--- config.mk ---
export PLATFORM = sky130hd
export DESIGN_NAME = line_assembling_byte_buffer_core
export DESIGN_NICKNAME = d
export VERILOG_FILES = /design/src/hdl/labb_pkg.sv /design/src/hdl/labb_cell.sv /design/src/hdl/line_assembling_byte_buffer_core.sv
export SDC_FILE = /design/constraint.sdc
export NUM_CORES = 1
export LEC_CHECK = 0
export ABC_CLOCK_PERIOD_IN_PS = 2900
export BUFFER_PORTS_ARGS = -buffer_cell sky130_fd_sc_hd__buf_2
export CORE_MARGIN = 2
export CORE_UTILIZATION = 40
export CTS_BUF_LIST = sky130_fd_sc_hd__clkbuf_8
export CTS_CLUSTER_SIZE = 16
export DETAILED_ROUTE_END_ITERATION = 8
export GPL_TIMING_DRIVEN = 0
export HOLD_SLACK_MARGIN = 0.06
export PLACE_DENSITY = 0.64
export SLEW_MARGIN = 30
export SYNTH_ARGS = -nofsm -noshare
export SYNTH_HDL_FRONTEND = slang
export SYNTH_SLANG_ARGS = --single-unit
--- constraint.sdc ---
create_clock -name clk -period 2.9 [get_ports clk]
set_input_delay 0.145 -clock clk [delete_from_list [all_inputs] [get_ports clk]]
set_output_delay 0.145 -clock clk [all_outputs]
set_load 0.02 [all_outputs]
--- src/hdl/labb_pkg.sv ---
`default_nettype none
package labb_pkg;

	localparam int LINE_BYTES = 32;
	localparam int CNT_W      = $clog2(LINE_BYTES + 1);

	localparam logic [7:0] DELIM_RST = 8'h0A;

	// register indexes on the config port
	localparam logic REG_DELIM = 1'b0;

	// result kinds
	localparam logic KIND_LINE     = 1'b0;
	localparam logic KIND_OVERFLOW = 1'b1;

	typedef logic [7:0]       data_t;
	typedef logic [CNT_W-1:0] cnt_t;

	typedef struct packed {
		logic shift;
		logic load;
	} cell_ctrl_t;

	typedef enum logic [1:0] {
		ST_IDLE,
		ST_DRAIN,
		ST_LAST
	} state_t;

endpackage
`default_nettype wire

--- src/hdl/labb_cell.sv ---
`default_nettype none
module labb_cell import labb_pkg::*; (
	input  wire        clk,
	input  wire cell_ctrl_t ctrl,
	input  wire data_t load_data,
	input  wire data_t nxt_data,
	output data_t      data
);

	data_t data_q;

	// shift toward the head on drain, else take a new byte when addressed
	always_ff @(posedge clk) begin
		if (ctrl.shift) begin
			data_q <= nxt_data;
		end else if (ctrl.load) begin
			data_q <= load_data;
		end
	end

	assign data = data_q;

endmodule
`default_nettype wire

--- src/hdl/line_assembling_byte_buffer_core.sv ---
// an ordinary byte is written into the row when accepted; an overflow word is valid in the cycle after accept
// a delimiter on an empty store gives its word in the cycle after accept; otherwise the row drains
// one word a cycle while the output register is free, fill + 1 words, input held off meanwhile
// throughput otherwise 1 byte per cycle while the output register is free
// the drain rate is set by the single head cell of the shifting row feeding the output register
// reset clears the fill count, the state and the output valid; delimiter resets to line feed
`default_nettype none
module line_assembling_byte_buffer_core import labb_pkg::*; (
	input  wire         clk,
	input  wire         arst_n,
	// stream in
	input  wire         s_tvalid,
	output logic        s_tready,
	input  wire  [7:0]  s_tdata,   // [7:0] data_byte
	// stream out
	output logic        m_tvalid,
	input  wire         m_tready,
	output logic [7:0]  m_tdata,   // [7:0] line_byte
	output logic        m_tuser,   // [0] kind
	output logic        m_tlast,
	// config
	input  wire         psel,
	input  wire         penable,
	input  wire         pwrite,
	input  wire  [2:0]  paddr,
	input  wire  [31:0] pwdata,
	output logic [31:0] prdata,
	output logic        pready
);

	state_t state_q, state_d;
	cnt_t   fill_q, fill_d;
	data_t  delim_q;
	data_t  held_q;

	logic   m_tvalid_q;
	data_t  m_data_q;
	logic   m_kind_q;
	logic   m_last_q;

	logic   out_free;
	logic   out_load;
	data_t  out_byte;
	logic   out_kind;
	logic   out_last;
	logic   append;
	logic   drain_shift;
	logic   hold_load;
	logic   is_delim;

	data_t      cell_data [LINE_BYTES];
	cell_ctrl_t cell_ctrl [LINE_BYTES];

	// config port
	assign pready = 1'b1;

	always_ff @(posedge clk or negedge arst_n) begin
		if (!arst_n) begin
			delim_q <= DELIM_RST;
		end else if (psel && penable && pwrite && pready && (paddr[2] == REG_DELIM)) begin
			delim_q <= pwdata[7:0];
		end
	end

	always_comb begin
		prdata = 32'h0;
		if (paddr[2] == REG_DELIM) begin
			prdata = {24'h0, delim_q};
		end
	end

	// row of cells, cell 0 holds the oldest byte
	for (genvar i = 0; i < LINE_BYTES; i++) begin : g_cell
		data_t nxt;
		if (i == LINE_BYTES - 1) begin : g_tail
			assign nxt = 8'h00;
		end else begin : g_mid
			assign nxt = cell_data[i+1];
		end

		assign cell_ctrl[i].shift = drain_shift;
		assign cell_ctrl[i].load  = append && (fill_q == CNT_W'(i));

		labb_cell u_cell (
			.clk       (clk),
			.ctrl      (cell_ctrl[i]),
			.load_data (s_tdata),
			.nxt_data  (nxt),
			.data      (cell_data[i])
		);
	end

	assign out_free = !m_tvalid_q || m_tready;
	assign is_delim = (s_tdata == delim_q);

	always_comb begin
		state_d     = state_q;
		fill_d      = fill_q;
		s_tready    = 1'b0;
		out_load    = 1'b0;
		out_byte    = s_tdata;
		out_kind    = KIND_LINE;
		out_last    = 1'b0;
		append      = 1'b0;
		drain_shift = 1'b0;
		hold_load   = 1'b0;
		case (state_q)
			ST_IDLE: begin
				s_tready = out_free;
				if (s_tvalid && out_free) begin
					if (is_delim) begin
						if (fill_q == '0) begin
							out_load = 1'b1;
							out_last = 1'b1;
						end else begin
							hold_load = 1'b1;
							state_d   = ST_DRAIN;
						end
					end else if (fill_q == CNT_W'(LINE_BYTES)) begin
						out_load = 1'b1;
						out_kind = KIND_OVERFLOW;
					end else begin
						append = 1'b1;
						fill_d = fill_q + cnt_t'(1);
					end
				end
			end
			ST_DRAIN: begin
				if (out_free) begin
					out_load    = 1'b1;
					out_byte    = cell_data[0];
					drain_shift = 1'b1;
					fill_d      = fill_q - cnt_t'(1);
					if (fill_q == CNT_W'(1)) begin
						state_d = ST_LAST;
					end
				end
			end
			ST_LAST: begin
				if (out_free) begin
					out_load = 1'b1;
					out_byte = held_q;
					out_last = 1'b1;
					state_d  = ST_IDLE;
				end
			end
			default: begin
				state_d = ST_IDLE;
			end
		endcase
	end

	always_ff @(posedge clk or negedge arst_n) begin
		if (!arst_n) begin
			state_q    <= ST_IDLE;
			fill_q     <= '0;
			m_tvalid_q <= 1'b0;
		end else begin
			state_q <= state_d;
			fill_q  <= fill_d;
			if (out_load) begin
				m_tvalid_q <= 1'b1;
			end else if (m_tready) begin
				m_tvalid_q <= 1'b0;
			end
		end
	end

	always_ff @(posedge clk) begin
		if (hold_load) begin
			held_q <= s_tdata;
		end
		if (out_load) begin
			m_data_q <= out_byte;
			m_kind_q <= out_kind;
			m_last_q <= out_last;
		end
	end

	assign m_tvalid = m_tvalid_q;
	assign m_tdata  = m_data_q;
	assign m_tuser  = m_kind_q;
	assign m_tlast  = m_last_q;

endmodule
`default_nettype wire
# After elaboration in Yosys (flattened, before gate mapping)
# Cells that the tools add are included.
# totals
word_cells,264
register_bits,291
input_bits,50
# classes
reduce_logical,77
muxes,99
addsub,2
eq_ne,43
bitwise,3
# ops
op,n
2-to-1 mux 8 bit,65
"== test 6 x 5 -> 1 bit, second input constant",16
nonzero test 2 bit,33
"== test 6 x 4 -> 1 bit, second input constant",8
logical AND 1 bit,36
"== test 6 x 3 -> 1 bit, second input constant",4
2-to-1 mux 6 bit,4
2-to-1 mux 1 bit,19
"!= test 2 bit, second input constant",8
case mux 8 bit (2 select lines),1
"== test 6 x 2 -> 1 bit, second input constant",2
2-to-1 mux 2 bit,6
case mux 6 bit (2 select lines),1
== test 8 bit,1
"adder 6 x 1 -> 6 bit, second input constant",1
"== test 6 x 1 -> 1 bit, second input constant",1
"== test 6 bit, second input constant",1
logical NOT 6 bit,1
case mux 2 bit (3 select lines),1
AND reduction 6 bit,1
"subtractor 6 x 1 -> 6 bit, second input constant",1
AND reduction 5 bit,1
case mux 1 bit (2 select lines),2
NOT 1 bit,3
7 further kinds,7

# Logic depth before layout (Yosys ltp)
# depth
word_depth,8
depth_mapped,9
depth_no_buf,7

# Cells and area by module
# Synthesis repeated with hierarchy kept, for this count alone.
# unflattened
cells_unflattened,824
hier_area_um2,14475.1
# modules_own_cells
module,cells_per_inst,instances,area_each_um2
labb_cell,18,32,377.9
line_assembling_byte_buffer_core,248,1,2383.5

# Worst setup path after synthesis
# OpenSTA, ideal clock, no wires.
# synth_timing
kind,reg-to-reg
from,reg state_q[1]
to,reg g_cell[24].u_cell.data_q[0] (enable)
setup_time_ns,0.384
setup_slack_ns,0.377
t_arrival_ns,2.139
stages_incl_launch_ff,8
path_buffers,1
synth_period_minus_slack_ns,2.523
cell_sequence,dfrtp_1 inv_1 ha_1 buf_2 nand3_2 a21oi_2 nand3b_1 o21ai_0
# synth_between
elab_chain_cells,4
word_cells_on_any_way,6
cone_classes,eq/ne: 1; mux: 2; reduce/logical: 3
# synth_lines
item,line_no,rtl
"start, declared",line_assembling_byte_buffer_core.sv:31,"state_t state_q, state_d;"
"start signal, assigned",line_assembling_byte_buffer_core.sv:159,state_q <= state_d;
logical NOT 2 bit,line_assembling_byte_buffer_core.sv:107,case (state_q)
2-to-1 mux 1 bit,line_assembling_byte_buffer_core.sv:107,
logical AND 1 bit,line_assembling_byte_buffer_core.sv:82,assign cell_ctrl[i].load = append && (fill_q == CNT_W'(i));
nonzero test 2 bit (no line) *,-,
"end signal, assigned",labb_cell.sv:15,data_q <= nxt_data;
"end signal, assigned",labb_cell.sv:17,data_q <= load_data;
"end, declared",labb_cell.sv:10,data_t data_q;
# Mark *: on every way between the ends. The rest lies on a longest branch, timed or not.
# A chain may end at the register's enable or synchronous reset.

# Worst setup path after layout
# layout_timing
from,reg state_q[1]
to,reg g_cell[1].u_cell.data_q[5] (enable)
# layout_between
elab_chain_cells,4
word_cells_on_any_way,6
cone_classes,eq/ne: 1; mux: 2; reduce/logical: 3
# layout_lines
item,line_no
logical NOT 2 bit,line_assembling_byte_buffer_core.sv:107
2-to-1 mux 1 bit,line_assembling_byte_buffer_core.sv:107
logical AND 1 bit,line_assembling_byte_buffer_core.sv:82
nonzero test 2 bit (no line) *,-
"end signal, assigned",labb_cell.sv:15
"end signal, assigned",labb_cell.sv:17
"end, declared",labb_cell.sv:10
# Marks and branches as above.

==> impl_metrics.tcl <==
set metrics [dict create \
    vias_per_cell 4.89 \
    drc 0 \
    crit_cells 7 \
    cp_max_fo 10 \
    p_per_area_nw_per_um2 716 \
    cts_buffers 46 \
    arrival_ps 2920 \
    drv_cap 0 \
    crit_family "buffers and inverters" \
    top_level_ports 95 \
    busiest_layer "met2" \
    cp_slowest_cell "clkbuf_1" \
    routedWlPerCell_um 16.3 \
    syn_area_per_cell_um2 11.2 \
    use_met2_pct 28.0 \
    r2r_end "g_cell[1].u_cell.data[5]" \
    place_area_um2 13100 \
    pre_cts_slack_ps -116 \
    drive_gt1_share_pct 16.5 \
    status "complete, no violations" \
    synth_top_area_cell "edfxtp_1" \
    yosysTopAreaCellShare_pct 65.0 \
    port_buffers 43 \
    synth-seq-area-share_pct 69.8 \
    synth_cell_types 47 \
    relSlewSlack_pct 37.5 \
    ys.flop_type "edfxtp_1" \
    nNetsFinal 1289 \
    criticalPathCategory "reg -> reg" \
    clock_latency_ps 560 \
    ys_warn_count 0 \
    synth_area_leaders "edfxtp_1, nand2_1, dfrtp_1" \
    layout.cells.most_common_list "nand2_1, edfxtp_1, buf_2" \
    wl_um 27000 \
    end_kind "flip-flop" \
    critPathMaxStageDelay_ps 530 \
    grt_max_degree 16 \
    grt_pass1_vias 7962 \
    cts_sinks 291 \
    finalHoldViolCount 0 \
    finalWorstSetupSlack_ps 162 \
    synth.cell_area_um2 12300 \
    syn2layout_area_growth_pct 17.2 \
    tightest_slew_ps 931 \
    antenna_found_initial 0 \
    place.gp.congestion 0.844 \
    synthCells 1094 \
    finalSetupViolCount 0 \
    design_area_um2 14400 \
    irDropWorstVdd_mv 0.294 \
    first_iter_violations 629 \
    slew_violations 0 \
    critical_path.cell_chain "inv_1 -> ha_1 -> buf_2 -> nand2_1 -> buf_2 -> clkbuf_1 -> o21ai_1" \
    h-tree-depth 2 \
    vias 8114 \
    grt_use_met3_pct 2.86 \
    period_minus_slack_ps 2740 \
    start_util_pct 40.4 \
    met1_usage_pct 24.3 \
    grt_pass1_wl_um 42800 \
    final_common_cell "nand2_1" \
    grt.overflow.total 0 \
    worst-r2r-cell-count 7 \
    die_area_um2 32100 \
    min_period_over_period_pct 94.4 \
    tritoncts "yes" \
    cts_root_buffer "clkbuf_8" \
    drtAntennaViolNets 0 \
    crit_path_frequent_cell "buf_2" \
    dpl.hpwl_um 18500 \
    timing.fmax_mhz 365 \
    drt-pass1-iter-count 7 \
    final_core_util_pct 47.3 \
    rows 64 \
    cts_buffer_depth 3 \
    die_w_um 179 \
    die_h_um 179 \
    cellLeakagePower_nw 5.57 \
    diodes 0 \
    worst_setup_path_start_kind "flip-flop" \
    grt_setup_unrepaired "yes" \
    path_clk_slew_ps 60 \
    track_usage_pct 17.4 \
    synth_seq_cells 291 \
    synth_edf_count 266 \
    r2r_setup_slack_ps 160 \
    cp_num_buf_inv 4 \
    core-area_um2 30400 \
    cp.required_ps 3080 \
    reg2reg_from "state_q[1]" \
    skew_ps 24.7 \
    async_flop_share_pct 5.84 \
    hp-class "in -> async" \
]
-- metrics by stage --
step                power, mW  hold WS, ps  setup TNS [ps]  std cells
floorplan                6.28         -151               0       1117
global placement         6.73          101          -63110       1556
detailed placement       6.78          105           -8820       1556
CTS                      10.3         93.0           -7540       1657
global route             10.8          110           -21.5       1659
finish                   10.3          126               0       1659
-- final cells by class --
class	instances	area, um2
fill	2770	16000
multi-input combinational	728	3480
tap	396	495
buffer	91	473
clock buffer	47	647
timing repair buffer	65	430
inverter	7	26.3
clock inverter	34	278
sequential	291	8580
-- power breakdown --
group          total (mW)  internal (mW)  switching (mW)
clock network        3.52           1.96            1.56
logic                1.65          0.512            1.13
registers            5.16           5.02           0.138
-- cells by family (layout without fill, tap and decap cells) --
group / Yosys count / count (layout) / share of synthesized area [%]
simple gates: 595 / 595 / 19.4
buf+inv: 98 / 244 / 4.06
flops: 291 / 291 / 69.8
fa+ha+maj: 9 / 9 / 0.916
mux: 19 / 19 / 1.64
compound gates: 70 / 70 / 3.41
other cells: 2 / 25 / 0.0611
xor+xnor: 10 / 10 / 0.713
-- how the worst max path moves through the flow --
stage	from	endpoint	slack, ps
2_1_floorplan	state_q[1]	g_cell[24].u_cell.data[0]	380
3_3_place_gp	state_q[0]	g_cell[9].u_cell.data[3]	-360
3_5_place_dp	state_q[0]	g_cell[26].u_cell.data[3]	-120
4_1_cts	state_q[0]	g_cell[9].u_cell.data[2]	-120
5_1_grt	state_q[0]	g_cell[17].u_cell.data[5]	-8
6_report	state_q[1]	g_cell[1].u_cell.data[5]	160
-- synthesized netlist by cell type (2+ instances only) --
cell,count
nand2_1,537
edfxtp_1,266
o21ai_0,40
buf_2,27
buf_4,26
clkbuf_1,24
dfrtp_1,15
buf_1,14
mux2i_1,10
ha_1,9
mux2_2,9
nand3_1,9
nor2_1,9
nor2b_1,9
a22oi_1,8
dfxtp_1,8
xor2_1,8
inv_1,7
nor3_1,6
a21oi_1,5
a211oi_1,4
and3_1,4
nor4_1,4
nand3b_1,3
a21oi_2,2
a2bb2oi_1,2
a32oi_1,2
and2_1,2
conb_1,2
dfstp_2,2
nor3b_1,2
nor4_2,2
o21ai_1,2
xnor2_1,2
-- repair_timing --
| item | 4_1_cts | 5_1_grt |
|---|---|---|
| gates cloned | 0 | 0 |
| endpoints found under the hold margin | 46 | 0 |
| gates resized for setup | 16 | 21 |
| setup endpoints to repair | 177 | 248 |
| hold buffers | 20 | 0 |
| pin swaps | 0 | 2 |
| setup buffers | 0 | 2 |
-- per-layer routing --
layer | vias to the layer above | routed length (um) | share of wire (%)
met5 | - | 0 | 0
met4 | 0 | 596 | 2.2
met3 | 51 | 1360 | 5.0
met2 | 185 | 12700 | 47
met1 | 3971 | 12300 | 46
li1 | 3907 | - | -
-- state kept, by name, indices dropped and copies added (netlist names) --
| signal | flops |
|---|---|
| m_tuser | 1 |
| delim_q | 8 |
| held_q | 8 |
| state_q | 2 |
| m_tlast | 1 |
| m_tvalid | 1 |
| m_tdata | 8 |
| g_cell.u_cell.data | 256 |
| fill_q | 6 |
(Power assumes the default switching activity.)
